[src/sv/csc_pkg.sv]
package csc_pkg;

  // Field widths
  localparam int COORD_W         = 24;
  localparam int RAD_W           = 20;
  localparam int NORM_W          = 16;
  localparam int NORMAL_FRAC_DEF = 14;

  // Datapath widths
  localparam int DIFF_W = COORD_W + 1;            // signed coordinate difference
  localparam int MAG_W  = DIFF_W;                 // magnitude of a difference
  localparam int DIR_W  = 28;                     // normalized direction, top bit at 27
  localparam int POS_W  = $clog2(MAG_W + 1);      // shift amount, 0..MAG_W
  localparam int PROD_W = DIR_W + 1 + DIFF_W;     // signed direction x difference
  localparam int SUM_W  = PROD_W + 1;             // cross / dot sums
  localparam int SPAN_W = DIR_W + MAG_W + 1;      // segment span along direction
  localparam int SQ_W   = 2 * DIR_W + 1;          // squared length
  localparam int RT_W   = (SQ_W + 1) / 2;         // length (square root)

  typedef struct packed {
    logic signed [COORD_W-1:0] seg_start_x;
    logic signed [COORD_W-1:0] seg_start_y;
    logic signed [COORD_W-1:0] seg_end_x;
    logic signed [COORD_W-1:0] seg_end_y;
    logic signed [COORD_W-1:0] center_x;
    logic signed [COORD_W-1:0] center_y;
    logic        [RAD_W-1:0]   circle_radius;
  } csc_in_t;

  typedef struct packed {
    logic                     hit;
    logic signed [NORM_W-1:0] normal_x;
    logic signed [NORM_W-1:0] normal_y;
    logic        [RAD_W-1:0]  pen_depth;
  } csc_out_t;

endpackage

[src/sv/csc_div_pipe.sv]
module csc_div_pipe #(
  parameter int QUO_W = csc_pkg::RAD_W,
  parameter int DEN_W = csc_pkg::RT_W
) (
  input  logic                   clk,
  input  logic                   rst_n,
  input  logic                   in_vld,
  input  logic [DEN_W+QUO_W-1:0] in_num,
  input  logic [DEN_W-1:0]       in_den,
  output logic                   out_vld,
  output logic [QUO_W-1:0]       out_quo
);

  localparam int NUM_W = DEN_W + QUO_W;

  logic [NUM_W-1:0] rem_r [QUO_W];
  logic [DEN_W-1:0] den_r [QUO_W];
  logic [QUO_W-1:0] quo_r [QUO_W];
  logic [QUO_W-1:0] vld_r;

  // Restoring division, one quotient bit per stage; num < den << QUO_W
  for (genvar j = 0; j < QUO_W; j++) begin : g_stage
    localparam int I = QUO_W - 1 - j;

    logic [NUM_W-1:0] rem_p, rem_nxt;
    logic [DEN_W-1:0] den_p;
    logic [QUO_W-1:0] quo_p, quo_nxt;
    logic [NUM_W:0]   diff;
    logic             vld_p;

    if (j == 0) begin : g_first
      assign rem_p = in_num;
      assign den_p = in_den;
      assign quo_p = '0;
      assign vld_p = in_vld;
    end else begin : g_rest
      assign rem_p = rem_r[j-1];
      assign den_p = den_r[j-1];
      assign quo_p = quo_r[j-1];
      assign vld_p = vld_r[j-1];
    end

    always_comb begin
      diff    = {1'b0, rem_p} - ((NUM_W + 1)'(den_p) << I);
      rem_nxt = rem_p;
      quo_nxt = quo_p;
      if (!diff[NUM_W]) begin
        rem_nxt    = diff[NUM_W-1:0];
        quo_nxt[I] = 1'b1;
      end
    end

    always_ff @(posedge clk) begin
      rem_r[j] <= rem_nxt;
      den_r[j] <= den_p;
      quo_r[j] <= quo_nxt;
      if (!rst_n) begin
        vld_r[j] <= 1'b0;
      end else begin
        vld_r[j] <= vld_p;
      end
    end
  end

  assign out_vld = vld_r[QUO_W-1];
  assign out_quo = quo_r[QUO_W-1];

endmodule

[config.mk]
export PLATFORM = sky130hd
export DESIGN_NAME = csc_div_pipe
export DESIGN_NICKNAME = d
export VERILOG_FILES = /design/src/sv/csc_pkg.sv /design/src/sv/csc_div_pipe.sv
export SDC_FILE = /design/constraint.sdc
export NUM_CORES = 2
export LEC_CHECK = 0
export BUFFER_PORTS_ARGS = -buffer_cell sky130_fd_sc_hd__buf_4
export CAP_MARGIN = 20
export CELL_PAD_IN_SITES_DETAIL_PLACEMENT = 1
export CELL_PAD_IN_SITES_GLOBAL_PLACEMENT = 2
export CORE_UTILIZATION = 37
export DETAILED_ROUTE_END_ITERATION = 10
export PLACE_DENSITY = 0.74
export SLEW_MARGIN = 0
export SYNTH_ARGS = -nofsm -noshare
export SYNTH_HDL_FRONTEND = slang
export SYNTH_SLANG_ARGS = --single-unit
export TNS_END_PERCENT = 5
[constraint.sdc]
create_clock -name clk -period 4 [get_ports clk]
set_input_delay 0.8 -clock clk [delete_from_list [all_inputs] [get_ports clk]]
set_output_delay 0.8 -clock clk [all_outputs]
set_load 0.05 [all_outputs]
==> results list <==
* Non-filler cells in the finished layout: 11138
- Worst skew pair latency: 850 ps
* X dimension of the die: 448 µm
- Total iterations of the first detailed-routing run: 7
* P&R area growth vs syn: 17.6%
- Total number of nets in the final design: 8986
- Number of enable-type register cells in the synthesized netlist: 0
* Number of pins exceeding their max-slew limit in the final report: 0
* Global-route usage over all layers: 17.5%
- The worst setup path is launched from a primary input.
* Most common cell after layout, fill and taps aside: dfxtp_1
* Worst setup path class: in2reg
- Summed over all layers, the routed wires come to 175000 µm.
- Share of synthesized cell area in and, or, nand and nor gates: between 10% and 20%
- Summed over all layers, the global routing overflow is 0.
* Syn. warnings: 0
- Worst slew margin relative to its limit: 30.9%
- For this design the top-level I/O count stands at 102.
- The H-tree was split into 4 levels.
- The total count of hold-check failures in the final report came to 0.
- After the first detailed-routing iteration, the DRC count stood at 1499.
- The synthesized design devotes to its leading area cell type 46.5% of total area.
* Crit path required time: 4700 ps
- Synth Area in Adders: 10.3%
- For this run, the register share of the synthesized area comes to 46.5%.
* Number of instances in the synthesized netlist: 7902
* Ratio of total power to cell area: around 860 nW/µm²
* Area enclosed by the die boundary: 201000 µm²
- CTS Root Buffer Type: clkbuf_16
- CTS Sinks: 1712
- For the pin with the worst max-slew slack, the measured transition is a little over 1000 ps.
* Synth top area cells: dfxtp_1, ha_1, a21oi_1
- The number of antenna violations at the first check in global routing came to 3.
* Final critical-path required period: between 3000 and 4000 ps
* Average size of a mapped cell: between 9 and 10 µm²
- During placement, the flow inserted port buffers numbering around 100.
- Wire length per cell after detailed routing: 15.8 µm
- In this run the deepest clock path goes through 3 buffers.
- Final Instance Area: 86700 µm²
- Worst-path clk slew: 60 ps
- Data on the critical path arrives at its endpoint at around 4600 ps.
* Share of final-layout standard cells stronger than drive strength 1: 9.77%
* Post-placement cell count: about 11000
* Post-synthesis instance area: 73700 µm²
- Across the routed clock network, the largest skew measured is 51.2 ps.
- The worst path uses 97.7% of the clock period.
- Once placement finished, the instance area stood at 79300 µm².
* Number of synthesized register bits: around 1700
* Cell type with the largest total area after synthesis: dfxtp_1
- The flow ran to the end, and the final reports show no timing, DRC or antenna violations.
- Setup violations remaining at the end of the flow were counted as 0.
- After Yosys synthesis, XOR and XNOR cells account for 7.41% of the synthesized area.
- In the layout the commonest cells are dfxtp_1, inv_1, a21oi_1, ha_1, nand2_1.
- Multiplexer cells account for 1.38% of the synthesized area.
- The worst-case IR drop observed on VDD is 0.459 mV.
* Standard-cell rows: 163
- Crit-path max FO: 24
* DR vias: 55248
* Detailed-placement wirelength estimate: 138000 µm
- Post-synthesis compound-gate area fraction: about 17%
- Min-Delay Path Class: in2reg
* Post-synth ARST share: 0%
- In this run the standard cell core region covers 198000 µm².
* Finished Core Util: about 44%
- In this run the remaining antenna-violating nets after routing total 0.
- Achievable clock frequency: about 260 MHz
- Mapped Nets: 8581
- GP Congestion: ~0.90
- The analysis attributes to cell leakage a power of 39.1 nW.
* Number of library cell types mapped by synthesis: 92
- Die H: 448 µm
* CTS tree: done
- The tool flagged a number of max-cap violations equal to 0.
* Summed negative setup slack over all endpoints: 0 ps
* Maximum number of pins on one net before global-route repair: 53
- Routed vias/inst: 4.96
* First-pass GRT wire length: 289000 µm
- The most used flip-flop cell after synthesis is dfxtp_1.
- In the routed design, unresolved DRC markers number 0.
- After synthesis, the largest family of logic cells by area is compound AO/OA/AOI/OAI gates.
- Vias in the first global route: slightly below 60000
* Number of buffers added by the clock tree synthesis step: 195
* Initial standard-cell utilization of the core: 37.3%
- The worst setup path is captured at a flop.
## synth_stat cells (28+ instances only)
master and number:
nor3_1 127, nand2b_1 100, a21o_1 294, mux2_2 77, nor2b_1 76, or4_1 30, a21oi_1 677, nand2_1 563
inv_1 731, nor4_1 64, xnor2_1 362, o211ai_1 28, o21bai_1 65, nand3_1 126, clkbuf_1 149, and3_1 44
nand4_1 63, or3_1 59, dfxtp_1 1712, xor2_1 262, a31oi_1 60, o21a_1 97, and2_1 50, a211oi_1 50
nor2_1 512, ha_1 579, o21ai_0 478, o31ai_1 45
## sequential cells by signal, summed over array words and instances (netlist names)
register,count
rem_r,931
out_vld,1
g_stage.vld_p,19
den_r,551
quo_r,210
## metrics by stage
stage          hold slack, ps  worst slack (ps)  power, mW
2_1_floorplan             310               150       47.6
3_3_place_gp              310              -884       55.6
3_5_place_dp              313              -804       56.4
4_1_cts                  10.2              31.4       75.5
5_1_grt                  30.6             -9.40       80.4
6_report                 91.2              92.8       74.6
## path summary, 6_finish.rpt
check	end	cells after the start	from	slack, ps
max	rem_r[0][22]	16	in_den[10]	90
min	rem_r[0][7]	1	in_num[7]	90
max reg2reg	rem_r[3][31]	12	den_r[2][4]	130
min reg2reg	rem_r[7][4]	0	rem_r[6][4]	310
## area by class of cell
class	count	area [µm²]
inverter	736	2760
timing repair buffer	389	3270
antenna	23	57.6
sequential	1712	34300
tap	2640	3300
multi-input combinational	5273	36100
clock inverter	73	1170
clock buffer	292	5790
fill	22271	111000
## layer usage
layer / global-route usage (%) / wire, µm
met1: 16.2 / 64200
met2: 35.9 / 98100
met3: 2.51 / 4190
met4: 9.43 / 8930
met5: 0 / 0
## report_power, final
part	internal [mW]	switching (mW)
logic	14.2	17.0
clock network	11.2	7.30
registers	21.9	2.98
total	47.4	27.2
## kinds of logic after synthesis
kind of cell	count (synthesis)
AO/OA/AOI/OAI	2045
XOR/XNOR	624
adder cells (fa/ha/maj)	598
buffers and inverters	917
flip-flops	1712
multiplexers	91
AND/OR/NAND/NOR	1915
## worst max-delay path, stage by stage
cell	delay, ps
dlygate4sd3_1	520
buf_4	100
inv_1	30
ha_1	290
nand4_1	130
a2111oi_0	570
buf_4	200
a211oi_1	70
o21ai_1	160
buf_4	140
a41oi_1	190
o311ai_1	510
buf_4	200
a21o_2	140
buf_12	170
mux2_2	350
## timing repair
item,4_1_cts,5_1_grt
pin swaps,0,3
endpoints found under the setup margin,4,75
setup buffers,0,1
hold buffers,38,0
resized for setup,2,13
endpoints found under the hold margin,38,0
No activity file was read; power rests on OpenSTA's default activity.
