### src/sv/csc_pkg.sv
package csc_pkg;

  // Field widths
  localparam int COORD_W         = 24;
  localparam int RAD_W           = 20;
  localparam int NORM_W          = 16;
  localparam int NORMAL_FRAC_DEF = 14;

  // Datapath widths
  localparam int DIFF_W = COORD_W + 1;            // signed coordinate difference
  localparam int MAG_W  = DIFF_W;                 // magnitude of a difference
  localparam int DIR_W  = 28;                     // normalized direction, top bit at 27
  localparam int POS_W  = $clog2(MAG_W + 1);      // shift amount, 0..MAG_W
  localparam int PROD_W = DIR_W + 1 + DIFF_W;     // signed direction x difference
  localparam int SUM_W  = PROD_W + 1;             // cross / dot sums
  localparam int SPAN_W = DIR_W + MAG_W + 1;      // segment span along direction
  localparam int SQ_W   = 2 * DIR_W + 1;          // squared length
  localparam int RT_W   = (SQ_W + 1) / 2;         // length (square root)

  typedef struct packed {
    logic signed [COORD_W-1:0] seg_start_x;
    logic signed [COORD_W-1:0] seg_start_y;
    logic signed [COORD_W-1:0] seg_end_x;
    logic signed [COORD_W-1:0] seg_end_y;
    logic signed [COORD_W-1:0] center_x;
    logic signed [COORD_W-1:0] center_y;
    logic        [RAD_W-1:0]   circle_radius;
  } csc_in_t;

  typedef struct packed {
    logic                     hit;
    logic signed [NORM_W-1:0] normal_x;
    logic signed [NORM_W-1:0] normal_y;
    logic        [RAD_W-1:0]  pen_depth;
  } csc_out_t;

endpackage

### src/sv/csc_sqrt_pipe.sv
module csc_sqrt_pipe (
  input  logic                       clk,
  input  logic                       rst_n,
  input  logic                       in_vld,
  input  logic [2*csc_pkg::RT_W-1:0] in_rad,
  output logic                       out_vld,
  output logic [csc_pkg::RT_W-1:0]   out_root
);

  localparam int RW = csc_pkg::RT_W;
  localparam int VW = 2 * RW;

  logic [VW-1:0] rem_r [RW];
  logic [VW-1:0] res_r [RW];
  logic [RW-1:0] vld_r;

  // One result bit per stage, most significant first
  for (genvar j = 0; j < RW; j++) begin : g_stage
    localparam int I = RW - 1 - j;
    localparam logic [VW-1:0] BIT = VW'(1) << (2 * I);

    logic [VW-1:0] rem_p, res_p, trial, rem_nxt, res_nxt;
    logic          vld_p;

    if (j == 0) begin : g_first
      assign rem_p = in_rad;
      assign res_p = '0;
      assign vld_p = in_vld;
    end else begin : g_rest
      assign rem_p = rem_r[j-1];
      assign res_p = res_r[j-1];
      assign vld_p = vld_r[j-1];
    end

    always_comb begin
      trial = res_p + BIT;
      if (rem_p >= trial) begin
        rem_nxt = rem_p - trial;
        res_nxt = (res_p >> 1) + BIT;
      end else begin
        rem_nxt = rem_p;
        res_nxt = res_p >> 1;
      end
    end

    always_ff @(posedge clk) begin
      rem_r[j] <= rem_nxt;
      res_r[j] <= res_nxt;
      if (!rst_n) begin
        vld_r[j] <= 1'b0;
      end else begin
        vld_r[j] <= vld_p;
      end
    end
  end

  assign out_vld  = vld_r[RW-1];
  assign out_root = res_r[RW-1][RW-1:0];

endmodule

### config.mk
export PLATFORM = sky130hd
export DESIGN_NAME = csc_sqrt_pipe
export DESIGN_NICKNAME = d
export VERILOG_FILES = /design/src/sv/csc_pkg.sv /design/src/sv/csc_sqrt_pipe.sv
export SDC_FILE = /design/constraint.sdc
export NUM_CORES = 2
export LEC_CHECK = 0
export BUFFER_PORTS_ARGS = -buffer_cell sky130_fd_sc_hd__buf_2
export CAP_MARGIN = 20
export CORE_MARGIN = 5
export CORE_UTILIZATION = 30
export CTS_CLUSTER_DIAMETER = 100
export CTS_CLUSTER_SIZE = 24
export DETAILED_ROUTE_END_ITERATION = 8
export SLEW_MARGIN = 10
export SYNTH_ARGS = -nofsm -noshare
export SYNTH_HDL_FRONTEND = slang
export SYNTH_SLANG_ARGS = --single-unit
### constraint.sdc
create_clock -name clk -period 9.1 [get_ports clk]
set_clock_uncertainty 0.2 [all_clocks]
set_input_delay 1.82 -clock clk [delete_from_list [all_inputs] [get_ports clk]]
set_output_delay 1.82 -clock clk [all_outputs]
set_load 0.1 [all_outputs]
==> results.json <==
{
  "status": "finished, final reports clean",
  "use_met3_pct": 1.39,
  "total_setup_buffers_inserted_after_cts": 0,
  "comb_power_share_pct": 28.4,
  "vias": 54024,
  "finalInstanceArea_um2": 86400,
  "crit_arrival_ns": 5.43,
  "grt_first_pass_wirelength_mm": 295,
  "seq_area_frac_synth_pct": 53.0,
  "timing.critical_path.from_type": "flip-flop",
  "port_buffers": 90,
  "io-pin-count": 91,
  "power.density_cell_area_nw_per_um2": 290,
  "hold_path_class": "flip-flop to flip-flop",
  "placement_rows": 188,
  "die_y_um": 523,
  "power.internal_uw": 16500,
  "die_width_um": 523,
  "cts-root-to-sink-buffers": 3,
  "rsz0062_at_grt": "no",
  "power_switching_uw": 8540,
  "post_cts_resize_count": 0,
  "worst-setup-path-type": "flip-flop to flip-flop",
  "synth_flop_cell": "dfxtp_1",
  "cts.htree.levels": 3,
  "timing.critical_path.required_ns": 9.53,
  "drv_cap": 0,
  "cts_num_sinks": 2088,
  "layout-drive-gt1-share_pct": 5.40,
  "path_clk_slew_ns": 0.10,
  "synth_edf_count": 0,
  "setup.worst_path.end_class": "flip-flop",
  "initial_core_util_pct": 30.1,
  "numCtsBuffers": 103,
  "drt_pre_antenna_iters": 6,
  "max_slew.worst_pin.slew_ns": 1.14,
  "antenna_found_initial": 1,
  "dominant_cell_type_by_area_after_synthesis": "dfxtp_1",
  "fin_max_slew_vios": 0,
  "syn_avg_cell_area_um2": 10.0,
  "placement.cell_area_um2": 83300,
  "core_area_um2": 262000,
  "tns_ns": 0,
  "area_growth_syn_to_fin_pct": 9.66,
  "synth-seq-cells": 2088,
  "violation_count_after_the_first_detailed_routing_iteration": 2616,
  "syn-instance-count": 7865,
  "worstPathMaxFanout": 24,
  "vias_in_the_first_global_route": 55941,
  "postSynthNetCount": 8386,
  "period_needed_ns": 5.00,
  "synth.lib_cells_used.distinct": 98,
  "drc_violation_count_after_routing": 0,
  "nets": 8460,
  "synth.top_cells.by_area": "dfxtp_1 53%, ha_1 7.3%, xnor2_1 4.3%, xor2_1 3.6%, a21oi_1 3.1%",
  "yosysWarnings": 0,
  "grt_use_total_pct": 13.2,
  "irDropWorstVdd_v": 0.000230,
  "globalRouteOverflowTotal": 0,
  "routed_wirelength_normalized_by_instance_count_um": 16.0,
  "cts_hold_buf": 0,
  "final-hold-violation-count": 0,
  "share_clk_of_total_power_pct": 20.5,
  "fillCellCount": 26553,
  "vias_per_cell": 4.70,
  "tritoncts": "built",
  "final-setup-viol-count": 0,
  "ys_async_sr_fraction_pct": 0,
  "syn-cell-area_um2": 78800,
  "detailedPlacementHpwl_mm": 147,
  "drtAntennaViolNets": 0,
  "cts.root.buffer_cell": "clkbuf_16",
  "timing.slew.headroom_pct": 23.2,
  "die_area_um2": 273000,
  "fmaxAchievable_mhz": 200,
  "total_routed_wirelength_mm": 184,
  "clock_insertion_delay_at_the_later_pin_of_the_skew_report_ns": 0.81,
  "grt-busiest-layer": "met2",
  "fin_crit_sh_pct": 54.9,
  "routabilityCongestion": 0.932,
  "global_route.usage.met2_pct": 26.2,
  "p_seq_share_pct": 51.1,
  "hold-worst-slack_ns": 0.0928,
  "grtUsageMet1_pct": 13.4,
  "leakagePower_uw": 0.0382,
  "synth_top_area_share_pct": 53.0,
  "grt_start_max_net_pins": 57,
  "power.switching_fraction_pct": 34.1
}
## registers in the layout (all words and copies together) (netlist names)
| signal | count |
|---|---|
| g_stage.vld_p | 28 |
| res_r | 435 |
| out_vld | 1 |
| rem_r | 1624 |
## power groups by stage
| stage | Combinational (uW) | Sequential, uW | Clock, uW |
|---|---|---|---|
| finish | 7120 | 12800 | 5140 |
| global route | 7970 | 13100 | 5690 |
| CTS | 7140 | 12800 | 5350 |
| detailed placement | 7090 | 13000 | 0 |
| global placement | 6980 | 13000 | 0 |
| floorplan | 5570 | 12400 | 0 |
## final cells by class
cell class	count	area, um^2	area share, %
Tap cell	3515	4400	5.09
Timing Repair Buffer	123	696	0.805
Inverter	580	2180	2.53
Multi-Input combinational cell	5043	34300	39.6
Clock buffer	106	2600	3.01
Antenna cell	1	2.50	0.00290
Sequential cell	2088	41800	48.4
Clock inverter	30	487	0.563
## worst paths after layout
check,to,slack [ns],cells after the start,from
max,rem_r[17][56],4.10,12,res_r[4][36]
min,res_r[5][187],0.09,0,res_r[5][130]
max reg2reg,rem_r[17][56],4.10,12,res_r[4][36]
min reg2reg,res_r[5][187],0.09,0,res_r[5][130]
## per-stage QoR
stage                     setup WS (ns)  util [%]  total power (uW)  std cells
after global routing               3.89      33.0             26700      11486
after global placement             4.23      31.8             20000      11344
after CTS                          4.14      33.0             25300      11484
final                              4.10      33.0             25100      11486
after detailed placement           4.17      31.8             20100      11348
after floorplan                    5.85         -             18000       7865
## critical path, cell delays in order, from the launching register on
cell and delay (ns):
dfxtp_1 0.34, inv_1 0.04, ha_1 0.38, nand4_1 0.14, or4b_1 0.69, or4_1 0.53, nor4_2 0.79, a2111oi_2 0.19
nand4bb_1 0.36, buf_4 0.36, o311a_2 0.33, nor4b_1 0.37, xor2_1 0.10
## synth_stat cells, types with 59 or more instances
| master | instances |
|---|---|
| a21o_1 | 167 |
| a21oi_1 | 490 |
| and2_1 | 59 |
| clkbuf_1 | 112 |
| dfxtp_1 | 2088 |
| ha_1 | 460 |
| inv_1 | 578 |
| mux2_2 | 66 |
| nand2_1 | 470 |
| nand2b_1 | 82 |
| nand3_1 | 123 |
| nand4_1 | 120 |
| nor2_1 | 538 |
| nor2b_1 | 68 |
| nor3_1 | 214 |
| nor4_1 | 261 |
| o21a_1 | 81 |
| o21ai_0 | 342 |
| or3_1 | 96 |
| xnor2_1 | 389 |
| xor2_1 | 325 |
## cells by family (layout without fill, tap and decap cells)
kind of cell | after synthesis | count (layout) | share of synthesized area [%]
simple gates | 2338 | 2338 | 15.5
other cells | 0 | 1 | 0
xor+xnor | 714 | 714 | 7.93
fa+ha+maj | 460 | 460 | 7.30
compound gates | 1454 | 1454 | 11.6
buf+inv | 734 | 839 | 3.58
mux | 77 | 77 | 1.08
flops | 2088 | 2088 | 53.0
## routing by layer
metal,vias up,share of wire (%)
met5,-,0
met3,393,2.3
met2,869,53
met1,25385,38
li1,27377,-
met4,0,5.8
## cell usage in the layout, fill, tap and decap left out, types with 26 or more instances in the layout
master,Yosys,layout
ha_1,460,460
or4_1,55,55
nor4b_1,39,39
nor4_1,261,259
and2_1,59,59
nand4_1,120,120
xnor2_1,389,389
mux2_2,66,66
clkbuf_16,0,103
buf_4,3,30
o31ai_1,31,31
nor2b_1,68,68
o21bai_1,42,42
nand3b_1,35,35
a21oi_1,490,490
or2_2,49,49
and3_1,26,26
or3_1,96,96
nor3_1,214,213
inv_1,578,578
a21o_1,167,167
a31oi_1,38,36
o21ai_0,342,342
nand3_1,123,123
nand2b_1,82,82
nor2_1,538,537
xor2_1,325,325
nand2_1,470,470
dfxtp_1,2088,2088
o21a_1,81,81
buf_2,28,91
a211oi_1,41,40
Note: power is estimated with default switching activity, not from simulation.
